### config.mk
export PLATFORM = sky130hd
export DESIGN_NAME = dimmer_command_frame_handler_top
export DESIGN_NICKNAME = d
export VERILOG_FILES = /design/src/sv/dfch_pkg.sv /design/src/sv/dfch_front.sv /design/src/sv/dfch_queue.sv /design/src/sv/dfch_exec.sv /design/src/sv/dimmer_command_frame_handler_top.sv
export SDC_FILE = /design/constraint.sdc
export NUM_CORES = 1
export LEC_CHECK = 0
export ABC_AREA = 1
export BUFFER_PORTS_ARGS = -buffer_cell sky130_fd_sc_hd__buf_2
export CAP_MARGIN = 20
export CORE_MARGIN = 10
export CORE_UTILIZATION = 25
export DETAILED_ROUTE_END_ITERATION = 8
export PLACE_DENSITY = 0.39
export SLEW_MARGIN = 20
export SYNTH_ARGS = -nofsm -noshare
export SYNTH_HDL_FRONTEND = slang
export SYNTH_SLANG_ARGS = --single-unit
### constraint.sdc
create_clock -name i_clk -period 8.7 [get_ports i_clk]
set_input_delay 0.435 -clock i_clk [delete_from_list [all_inputs] [get_ports i_clk]]
set_output_delay 0.435 -clock i_clk [all_outputs]
set_load 0.005 [all_outputs]
### src/sv/dfch_pkg.sv
`timescale 1ns / 1ps
// Shared types and constants for the dimmer command frame handler.
// No dependencies; used by every module of the block.
package dfch_pkg;

    // Header codes
    localparam logic [7:0] HDR_INIT     = 8'hF0;
    localparam logic [3:0] NIB_STOP     = 4'h1;
    localparam logic [3:0] NIB_GQUERY   = 4'h2;
    localparam logic [3:0] NIB_DQUERY   = 4'h3;
    localparam logic [3:0] NIB_SET      = 4'h4;

    // Sub-command codes (low nibble of opt_a)
    localparam logic [3:0] SUB_SWITCH   = 4'h1;
    localparam logic [3:0] SUB_DUTY     = 4'h2;
    localparam logic [3:0] SUB_ON_TIME  = 4'h3;
    localparam logic [3:0] SUB_OFF_TIME = 4'h4;
    localparam logic [3:0] SUB_CLOCK    = 4'h5;

    // Reply kinds
    localparam logic [2:0] REPLY_NONE   = 3'd0;
    localparam logic [2:0] REPLY_PWRUP  = 3'd1;
    localparam logic [2:0] REPLY_GLOBAL = 3'd2;
    localparam logic [2:0] REPLY_DETAIL = 3'd3;
    localparam logic [2:0] REPLY_SET    = 3'd4;

    localparam logic [7:0] PWRUP_CMD    = 8'h01;
    localparam logic [7:0] DUTY_DEFAULT = 8'd100;
    localparam int         REPLY_OPTS   = 7;
    localparam int         QUEUE_DEPTH  = 2;

    // Command class decoded by the front end
    typedef enum logic [2:0] {
        KIND_NONE,
        KIND_STOP,
        KIND_GQUERY,
        KIND_DQUERY,
        KIND_SET
    } t_kind;

    typedef enum logic [2:0] {
        DQ_STATUS,
        DQ_DUTY,
        DQ_ON,
        DQ_OFF,
        DQ_BAD
    } t_dq;

    typedef enum logic [2:0] {
        SET_SWITCH,
        SET_DUTY,
        SET_ON,
        SET_OFF,
        SET_CLOCK,
        SET_BAD
    } t_set;

    // Classified frame word carried through the queue
    typedef struct packed {
        t_kind      kind;
        logic       init_hdr;
        t_dq        dq;
        t_set       set;
        logic [7:0] header;
        logic [7:0] group_class;
        logic [7:0] opt_a;
        logic [7:0] opt_b;
        logic [7:0] opt_c;
        logic [7:0] opt_d;
    } t_frame;

    typedef struct packed {
        logic full;
        logic empty;
    } t_q_status;

    typedef struct packed {
        logic [2:0]                  number;
        logic [7:0]                  command;
        logic [REPLY_OPTS-1:0][7:0]  opts;
        logic                        restart;
    } t_reply;

endpackage

### src/sv/dfch_front.sv
`timescale 1ns / 1ps
// Front end: takes a frame word on start and classifies it for the queue.
// Depends on dfch_pkg.
module dfch_front (
    input  logic                 start,
    output logic                 busy,
    input  logic [7:0]           i_header,
    input  logic [7:0]           i_group_class,
    input  logic [7:0]           i_opt_a,
    input  logic [7:0]           i_opt_b,
    input  logic [7:0]           i_opt_c,
    input  logic [7:0]           i_opt_d,
    input  dfch_pkg::t_q_status  i_q_status,
    output logic                 o_push,
    output dfch_pkg::t_frame     o_frame
);
    import dfch_pkg::*;

    // Take a word whenever the queue has room
    assign busy   = i_q_status.full;
    assign o_push = start && !i_q_status.full;

    // Classify header and sub-command
    always_comb begin
        o_frame             = '0;
        o_frame.header      = i_header;
        o_frame.group_class = i_group_class;
        o_frame.opt_a       = i_opt_a;
        o_frame.opt_b       = i_opt_b;
        o_frame.opt_c       = i_opt_c;
        o_frame.opt_d       = i_opt_d;
        o_frame.init_hdr    = (i_header == HDR_INIT);

        case (i_header[3:0])
            NIB_STOP:   o_frame.kind = KIND_STOP;
            NIB_GQUERY: o_frame.kind = KIND_GQUERY;
            NIB_DQUERY: o_frame.kind = KIND_DQUERY;
            NIB_SET:    o_frame.kind = KIND_SET;
            default:    o_frame.kind = KIND_NONE;
        endcase

        // Detailed query needs the whole byte to match
        o_frame.dq = DQ_BAD;
        if (i_opt_a[7:4] == 4'h0) begin
            case (i_opt_a[3:0])
                SUB_SWITCH:   o_frame.dq = DQ_STATUS;
                SUB_DUTY:     o_frame.dq = DQ_DUTY;
                SUB_ON_TIME:  o_frame.dq = DQ_ON;
                SUB_OFF_TIME: o_frame.dq = DQ_OFF;
                default:      o_frame.dq = DQ_BAD;
            endcase
        end

        // Set command looks at the low nibble only
        case (i_opt_a[3:0])
            SUB_SWITCH:   o_frame.set = SET_SWITCH;
            SUB_DUTY:     o_frame.set = SET_DUTY;
            SUB_ON_TIME:  o_frame.set = SET_ON;
            SUB_OFF_TIME: o_frame.set = SET_OFF;
            SUB_CLOCK:    o_frame.set = SET_CLOCK;
            default:      o_frame.set = SET_BAD;
        endcase
    end

endmodule

### src/sv/dfch_queue.sv
`timescale 1ns / 1ps
// Short queue of classified frame words between front end and executor.
// Depends on dfch_pkg.
module dfch_queue (
    input  logic                 i_clk,
    input  logic                 i_rst_n,
    input  logic                 i_push,
    input  dfch_pkg::t_frame     i_frame,
    input  logic                 i_pop,
    output dfch_pkg::t_frame     o_frame,
    output dfch_pkg::t_q_status  o_status
);
    import dfch_pkg::*;

    localparam int PTR_W = $clog2(QUEUE_DEPTH);
    localparam int CNT_W = $clog2(QUEUE_DEPTH + 1);

    t_frame             r_mem [QUEUE_DEPTH];
    logic [PTR_W-1:0]   r_wr_ptr;
    logic [PTR_W-1:0]   r_rd_ptr;
    logic [CNT_W-1:0]   r_count;
    logic               do_wr;
    logic               do_rd;

    assign o_status.full  = (r_count == CNT_W'(QUEUE_DEPTH));
    assign o_status.empty = (r_count == '0);
    assign do_wr = i_push && !o_status.full;
    assign do_rd = i_pop && !o_status.empty;
    assign o_frame = r_mem[r_rd_ptr];

    // Pointers and fill count
    always_ff @(posedge i_clk) begin
        if (!i_rst_n) begin
            r_wr_ptr <= '0;
            r_rd_ptr <= '0;
            r_count  <= '0;
        end else begin
            if (do_wr) begin
                r_wr_ptr <= (r_wr_ptr == PTR_W'(QUEUE_DEPTH - 1)) ? '0 : r_wr_ptr + 1'b1;
            end
            if (do_rd) begin
                r_rd_ptr <= (r_rd_ptr == PTR_W'(QUEUE_DEPTH - 1)) ? '0 : r_rd_ptr + 1'b1;
            end
            case ({do_wr, do_rd})
                2'b10:   r_count <= r_count + 1'b1;
                2'b01:   r_count <= r_count - 1'b1;
                default: r_count <= r_count;
            endcase
        end
    end

    // Storage, no reset needed
    always_ff @(posedge i_clk) begin
        if (do_wr) begin
            r_mem[r_wr_ptr] <= i_frame;
        end
    end

endmodule

### src/sv/dfch_exec.sv
`timescale 1ns / 1ps
// Executor: carries out one classified word a cycle, keeps all dimmer state
// and the reply record, and strobes the reply. Depends on dfch_pkg.
module dfch_exec #(
    parameter int TIMER_ENTRIES = 16,
    parameter int STATUS_BITS   = 8
) (
    input  logic              i_clk,
    input  logic              i_rst_n,
    input  logic              i_avail,
    input  dfch_pkg::t_frame  i_frame,
    output logic              o_pop,
    output logic              o_valid,
    output dfch_pkg::t_reply  o_reply
);
    import dfch_pkg::*;

    localparam int         IDX_W   = (TIMER_ENTRIES > 1) ? $clog2(TIMER_ENTRIES) : 1;
    localparam logic [4:0] ENT_LIM = 5'(TIMER_ENTRIES);

    // State
    logic                    r_link_ready;
    logic [7:0]              r_duty_now;
    logic [7:0]              r_duty_saved;
    logic [STATUS_BITS-1:0]  r_switch_bits;
    logic [7:0]              r_on_hour   [TIMER_ENTRIES];
    logic [7:0]              r_on_minute [TIMER_ENTRIES];
    logic [7:0]              r_off_hour  [TIMER_ENTRIES];
    logic [7:0]              r_off_minute[TIMER_ENTRIES];
    logic [7:0]              r_entry_ck  [TIMER_ENTRIES];
    logic [7:0]              r_total_ck;
    logic [7:0]              r_clock_hour;
    logic [7:0]              r_clock_minute;
    logic [7:0]              r_clock_second;
    t_reply                  r_reply;
    logic                    r_valid;

    // Next values
    logic                    n_link_ready;
    logic [7:0]              n_duty_now;
    logic [7:0]              n_duty_saved;
    logic [STATUS_BITS-1:0]  n_switch_bits;
    logic [7:0]              n_total_ck;
    logic [7:0]              n_clock_hour;
    logic [7:0]              n_clock_minute;
    logic [7:0]              n_clock_second;
    t_reply                  n_reply;
    logic                    tmr_we;
    logic                    tmr_on;
    logic [7:0]              n_entry_ck;

    logic [IDX_W-1:0]        idx;
    logic                    cls_ok;
    logic [3:0]              grp;
    logic [15:0]             sw_ext;
    logic [7:0]              old_h;
    logic [7:0]              old_m;

    assign o_pop   = i_avail;
    assign o_valid = r_valid;
    assign o_reply = r_reply;

    assign grp    = i_frame.group_class[7:4];
    assign idx    = i_frame.group_class[IDX_W-1:0];
    assign cls_ok = ({1'b0, i_frame.group_class[3:0]} < ENT_LIM);
    assign sw_ext = 16'(r_switch_bits);

    // Old timer pair for a write to the selected class
    assign tmr_on = (i_frame.set == SET_ON);
    assign old_h  = tmr_on ? r_on_hour[idx]   : r_off_hour[idx];
    assign old_m  = tmr_on ? r_on_minute[idx] : r_off_minute[idx];
    assign n_entry_ck = r_entry_ck[idx] ^ old_h ^ old_m ^ i_frame.opt_b ^ i_frame.opt_c;

    // Command execution
    always_comb begin
        n_link_ready   = r_link_ready;
        n_duty_now     = r_duty_now;
        n_duty_saved   = r_duty_saved;
        n_switch_bits  = r_switch_bits;
        n_total_ck     = r_total_ck;
        n_clock_hour   = r_clock_hour;
        n_clock_minute = r_clock_minute;
        n_clock_second = r_clock_second;
        n_reply        = r_reply;
        n_reply.restart = 1'b0;
        tmr_we         = 1'b0;

        if (i_frame.init_hdr && !r_link_ready) begin
            // Link arm and power-up reply
            n_link_ready    = 1'b1;
            n_reply.number  = REPLY_PWRUP;
            n_reply.command = PWRUP_CMD;
            n_reply.opts    = '0;
            n_reply.restart = 1'b1;
        end else begin
            case (i_frame.kind)
                KIND_STOP: begin
                    n_reply.number = REPLY_NONE;
                end
                KIND_GQUERY: begin
                    n_reply.number  = REPLY_GLOBAL;
                    n_reply.command = i_frame.header;
                    n_reply.opts    = '0;
                    n_reply.opts[0] = sw_ext[7:0];
                    n_reply.opts[1] = r_duty_now;
                    n_reply.opts[2] = r_total_ck;
                    n_reply.restart = 1'b1;
                end
                KIND_DQUERY: begin
                    n_reply.number  = REPLY_DETAIL;
                    n_reply.command = i_frame.header;
                    if (i_frame.dq == DQ_BAD) begin
                        n_reply.number = REPLY_NONE;
                    end else begin
                        n_reply.opts    = '0;
                        n_reply.opts[0] = i_frame.group_class;
                        n_reply.opts[1] = i_frame.opt_a;
                        case (i_frame.dq)
                            DQ_STATUS: n_reply.opts[2] = {7'd0, sw_ext[grp]};
                            DQ_DUTY:   n_reply.opts[2] = r_duty_now;
                            DQ_ON: begin
                                if (cls_ok) begin
                                    n_reply.opts[2] = r_on_hour[idx];
                                    n_reply.opts[3] = r_on_minute[idx];
                                end
                            end
                            DQ_OFF: begin
                                if (cls_ok) begin
                                    n_reply.opts[2] = r_off_hour[idx];
                                    n_reply.opts[3] = r_off_minute[idx];
                                end
                            end
                            default: n_reply.opts[2] = '0;
                        endcase
                    end
                end
                KIND_SET: begin
                    n_reply.number  = REPLY_SET;
                    n_reply.command = i_frame.header;
                    n_reply.opts    = '0;
                    n_reply.opts[0] = i_frame.group_class;
                    n_reply.opts[1] = i_frame.opt_a;
                    case (i_frame.set)
                        SET_SWITCH: begin
                            if (i_frame.opt_b == 8'd0) begin
                                n_duty_saved     = r_duty_now;
                                n_duty_now       = 8'd0;
                                n_switch_bits[0] = 1'b0;
                            end else begin
                                // Switch on with nothing saved falls back to default
                                if (r_duty_saved == 8'd0) begin
                                    n_duty_now   = DUTY_DEFAULT;
                                    n_duty_saved = DUTY_DEFAULT;
                                end else begin
                                    n_duty_now   = r_duty_saved;
                                end
                                n_switch_bits[0] = 1'b1;
                            end
                        end
                        SET_DUTY: begin
                            n_duty_now       = i_frame.opt_b;
                            n_duty_saved     = i_frame.opt_b;
                            n_switch_bits[0] = (i_frame.opt_b != 8'd0);
                        end
                        SET_ON, SET_OFF: begin
                            if (cls_ok) begin
                                tmr_we     = 1'b1;
                                n_total_ck = r_total_ck ^ r_entry_ck[idx] ^ n_entry_ck;
                            end
                        end
                        SET_CLOCK: begin
                            n_clock_hour   = i_frame.opt_b;
                            n_clock_minute = i_frame.opt_c;
                            n_clock_second = i_frame.opt_d;
                        end
                        default: n_reply.number = REPLY_NONE;
                    endcase
                end
                default: n_reply.number = r_reply.number;
            endcase
        end
    end

    // State and reply registers
    always_ff @(posedge i_clk) begin
        if (!i_rst_n) begin
            r_link_ready   <= 1'b0;
            r_duty_now     <= '0;
            r_duty_saved   <= '0;
            r_switch_bits  <= '0;
            r_total_ck     <= '0;
            r_clock_hour   <= '0;
            r_clock_minute <= '0;
            r_clock_second <= '0;
            r_reply        <= '0;
            r_valid        <= 1'b0;
            for (int i = 0; i < TIMER_ENTRIES; i++) begin
                r_on_hour[i]    <= '0;
                r_on_minute[i]  <= '0;
                r_off_hour[i]   <= '0;
                r_off_minute[i] <= '0;
                r_entry_ck[i]   <= '0;
            end
        end else begin
            r_valid <= i_avail;
            if (i_avail) begin
                r_link_ready   <= n_link_ready;
                r_duty_now     <= n_duty_now;
                r_duty_saved   <= n_duty_saved;
                r_switch_bits  <= n_switch_bits;
                r_total_ck     <= n_total_ck;
                r_clock_hour   <= n_clock_hour;
                r_clock_minute <= n_clock_minute;
                r_clock_second <= n_clock_second;
                r_reply        <= n_reply;
                if (tmr_we) begin
                    r_entry_ck[idx] <= n_entry_ck;
                    if (tmr_on) begin
                        r_on_hour[idx]   <= i_frame.opt_b;
                        r_on_minute[idx] <= i_frame.opt_c;
                    end else begin
                        r_off_hour[idx]   <= i_frame.opt_b;
                        r_off_minute[idx] <= i_frame.opt_c;
                    end
                end
            end
        end
    end

endmodule

### src/sv/dimmer_command_frame_handler_top.sv
`timescale 1ns / 1ps
// Top level of the dimmer command frame handler: front end, queue, executor.
// Depends on dfch_pkg, dfch_front, dfch_queue, dfch_exec.
//
//  Channel   Handshake                Payload
//  -------   ----------------------   ----------------------------------------
//  command   start in, busy out       i_header, i_group_class, i_opt_a..d
//  reply     o_reply_valid (strobe)   o_reply_number, o_reply_command,
//                                     o_reply_byte0..6, o_restart_repeat
//
// A word taken at an edge is classified and written into the queue storage; the
// executor carries it out from the queue head and registers its reply and strobe.
// The executor retires one word per cycle, so a word may be issued every
// cycle; busy rises only if the two-entry queue fills.
// Reset (synchronous) clears the queue, all dimmer state, the timer table
// and the reply record. The reply side has no stall.
module dimmer_command_frame_handler_top #(
    parameter int TIMER_ENTRIES = 16,
    parameter int STATUS_BITS   = 8
) (
    input  logic       i_clk,
    input  logic       i_rst_n,
    input  logic       start,
    output logic       busy,
    input  logic [7:0] i_header,
    input  logic [7:0] i_group_class,
    input  logic [7:0] i_opt_a,
    input  logic [7:0] i_opt_b,
    input  logic [7:0] i_opt_c,
    input  logic [7:0] i_opt_d,
    output logic       o_reply_valid,
    output logic [2:0] o_reply_number,
    output logic [7:0] o_reply_command,
    output logic [7:0] o_reply_byte0,
    output logic [7:0] o_reply_byte1,
    output logic [7:0] o_reply_byte2,
    output logic [7:0] o_reply_byte3,
    output logic [7:0] o_reply_byte4,
    output logic [7:0] o_reply_byte5,
    output logic [7:0] o_reply_byte6,
    output logic       o_restart_repeat
);
    import dfch_pkg::*;

    t_frame    front_frame;
    t_frame    queue_frame;
    t_q_status q_status;
    t_reply    reply;
    logic      push;
    logic      pop;

    dfch_front u_front (
        .start         (start),
        .busy          (busy),
        .i_header      (i_header),
        .i_group_class (i_group_class),
        .i_opt_a       (i_opt_a),
        .i_opt_b       (i_opt_b),
        .i_opt_c       (i_opt_c),
        .i_opt_d       (i_opt_d),
        .i_q_status    (q_status),
        .o_push        (push),
        .o_frame       (front_frame)
    );

    dfch_queue u_queue (
        .i_clk    (i_clk),
        .i_rst_n  (i_rst_n),
        .i_push   (push),
        .i_frame  (front_frame),
        .i_pop    (pop),
        .o_frame  (queue_frame),
        .o_status (q_status)
    );

    dfch_exec #(
        .TIMER_ENTRIES (TIMER_ENTRIES),
        .STATUS_BITS   (STATUS_BITS)
    ) u_exec (
        .i_clk   (i_clk),
        .i_rst_n (i_rst_n),
        .i_avail (!q_status.empty),
        .i_frame (queue_frame),
        .o_pop   (pop),
        .o_valid (o_reply_valid),
        .o_reply (reply)
    );

    // Reply record onto the ports
    assign o_reply_number   = reply.number;
    assign o_reply_command  = reply.command;
    assign o_reply_byte0    = reply.opts[0];
    assign o_reply_byte1    = reply.opts[1];
    assign o_reply_byte2    = reply.opts[2];
    assign o_reply_byte3    = reply.opts[3];
    assign o_reply_byte4    = reply.opts[4];
    assign o_reply_byte5    = reply.opts[5];
    assign o_reply_byte6    = reply.opts[6];
    assign o_restart_repeat = reply.restart;

endmodule

==> metrics.csv <==
metric,value,unit
status,finished clean,
instances_no_fill,6929,
end_kind,flip-flop,
min_path_type,primary input to flip-flop,
final_cell_mix,"1763 x nand2_1, 753 x nor2_1, 740 x edfxtp_1",
cts_buffer_depth,3,
ys_seq_area_share,59.16,%
worstPathRequired,9.02,ns
grt_antenna_before_repair,1,
syn_area_per_cell,8.440,µm²
portBuffers,88,
finalWeightedCongestion,0.8144,
hold_buffers,40,
yosysWarnings,0,
die_x,420.7,µm
syn_area,40130,µm²
ys_types,46,
grt_overflow,0,
holdPathStages,3,
preCtsSetupSlack,3.485,ns
num_io_pins,121,
worstHoldStart,i_rst_n,
synthToLayoutAreaGrowth,14.22,%
fmax,0.1952,GHz
place_area,42460,µm²
insertion_delay,0.72,ns
drv_cap,0,
crit_path_start_kind,flip-flop,
drt-total-wl,135700,µm
p_leak,20.55,nW
setup_viol_count_final,0,
nets,4825,
vias,30060,
start_util,25.25,%
drcViolationCount,0,
vias_per_cell,4.338,
cts_setup_buffers,0,
finalCritPeriodShare,58.87,%
hold_violations,0,
firstDrtPassIters,5,
core,158900,µm²
post_cts_resized,0,
floorplan.rows,146,
grt_usage,15.05,%
grt_max_degree,113,
synth-main-ff-cell,edfxtp_1,
numCtsBuffers,97,
cts_sinks,816,
drt_iter0_markers,2190,
path_clk_slew,0.06,ns
final_common_cell,nand2_1,
async_flop_share,0,%
rsz0062_at_grt,false,
finalWorstSetupSlack,3.578,ns
tightest_slew,1.054,ns
r2r_cells,15,
dieArea,177000,µm²
clock_skew,0.04248,ns
ys_seq_elements,816,
synth_enable_flop_cells,740,
dieHeight,420.7,µm
cts_tree,yes,
critPathMaxFanout,43,
grt_pass1_wl,197800,µm
setup_tns,0,ns
critPathKind,flip-flop to flip-flop,
cp.arrival,5.44,ns
vdd_ir_drop_max,175.0,µV
grt_pass1_vias,28620,
ant_nets,0,
finalCriticalPeriod,5.122,ns
powerDensity,315.2,nW/µm²
synthCells,4755,
wl_per_cell,19.59,µm
maxSlewHeadroom,29.75,%
postLayoutCellArea,45840,µm²
cts.htree.levels,3,
finalMaxSlewViolations,0,
place_hpwl,83890,µm
cts-root-buf,clkbuf_16,
dp.cells,6706,
drive_gt1_share,8.157,%
-- worst paths after layout --
kind,endpoint,slack (ns)
min,u_exec.o_reply[57]$_SDFFE_PN0P_,0.23
min reg2reg,flip-flop,0.44
max reg2reg,u_exec.r_off_minute[0][5]$_SDFFCE_PN0P_,3.58
max,u_exec.r_off_minute[0][5]$_SDFFCE_PN0P_,3.58
-- sequential cells by signal (all words and copies together) (netlist names), named ones only --
signal                flops
u_exec.o_reply           44
u_exec.o_valid            1
u_exec.r_duty_now         8
u_exec.r_duty_saved       8
u_exec.r_entry_ck       128
u_exec.r_link_ready       1
u_exec.r_off_hour       128
u_exec.r_off_minute     128
u_exec.r_on_hour        128
u_exec.r_on_minute      128
u_exec.r_switch_bits      1
u_exec.r_total_ck         8
u_queue.r_count           2
u_queue.r_mem           100
u_queue.r_rd_ptr          1
u_queue.r_wr_ptr          1
-- worst max-delay path: stages (launching register included) --
cell and delay [ns]:
dfxtp_4 0.65, inv_2 0.11, buf_4 0.30, or2_0 0.27
o21ai_1 0.19, and2_1 0.20, inv_2 0.05, nor2_4 0.11
inv_2 0.09, nor3_4 0.15, nand2_4 0.16, nor2_4 0.17
inv_4 0.10, nor3_2 0.62, nand2_1 0.66, nand2_1 0.81
-- cells by family after synthesis --
| kind of cell | Yosys count | share of synthesized area, % |
|---|---|---|
| simple gates | 2712 | 26.86 |
| compound gates | 333 | 4.570 |
| xor+xnor | 9 | 0.1964 |
| other cells | 1 | 0.009344 |
| mux | 2 | 0.04988 |
| fa+ha+maj | 1 | 0.03117 |
| flops | 816 | 59.16 |
| buf+inv | 881 | 9.128 |
-- cells in the mapped netlist, types with 4 or more instances --
cell | instances | area (µm²)
nor3_2 | 4 | 40.04
inv_2 | 25 | 93.84
nand3_1 | 60 | 300.3
o22ai_1 | 5 | 31.28
buf_1 | 7 | 26.28
o21a_1 | 6 | 45.04
buf_4 | 30 | 225.2
o21ai_1 | 14 | 70.07
o221ai_1 | 8 | 70.07
buf_2 | 115 | 575.6
o211ai_1 | 23 | 172.7
a22o_1 | 7 | 61.31
clkinv_1 | 8 | 30.03
or2_2 | 17 | 106.4
nor3_1 | 5 | 25.02
a21oi_1 | 84 | 420.4
buf_6 | 13 | 146.4
edfxtp_1 | 740 | 22220
dfxtp_1 | 76 | 1521
nor4_1 | 13 | 81.33
o21ai_0 | 174 | 870.8
nor2_1 | 757 | 2841
nand2_1 | 1766 | 6629
xor2_1 | 9 | 78.83
nand2_4 | 19 | 214.0
nand3b_1 | 28 | 210.2
nand2_2 | 26 | 162.7
nor3_4 | 4 | 65.06
nor2_4 | 4 | 45.04
inv_1 | 566 | 2125
clkbuf_1 | 116 | 435.4
-- area by class of cell --
class / instances / area (µm²)
flip-flops and latches: 816 / 23750
inverters: 600 / 2260
clock buffers: 140 / 2670
multi-input cells: 3081 / 12990
well taps: 2072 / 2592
repair buffers: 177 / 1274
fillers: 17010 / 113100
clock inverters: 41 / 305.3
diodes: 2 / 5.005
-- layer usage --
metal  vias up  routed length, µm  global-route usage, %
li1      14860                  -                      -
met1     14480              64340                  21.24
met2       591              62960                  24.47
met3       129               5828                  1.671
met4         0               2580                  3.804
met5         -                  0                      0
-- through the flow --
step | hold WS (ns) | util (%) | total power, W
floorplan | 0.4258 | - | 0.008215
global placement | 0.4224 | 26.71 | 0.01067
detailed placement | 0.4325 | 26.72 | 0.01068
CTS | 0.1883 | 28.84 | 0.01465
global route | 0.2487 | 28.84 | 0.01536
finish | 0.2337 | 28.84 | 0.01445
-- power breakdown --
part           internal (W)  leakage [nW]  switching, W
sequential          0.00449          8.15     0.0000939
combinational       0.00125          10.9       0.00469
clock               0.00222          1.45       0.00171
total               0.00795          20.5       0.00650
Note: power is estimated with default switching activity, not from simulation.
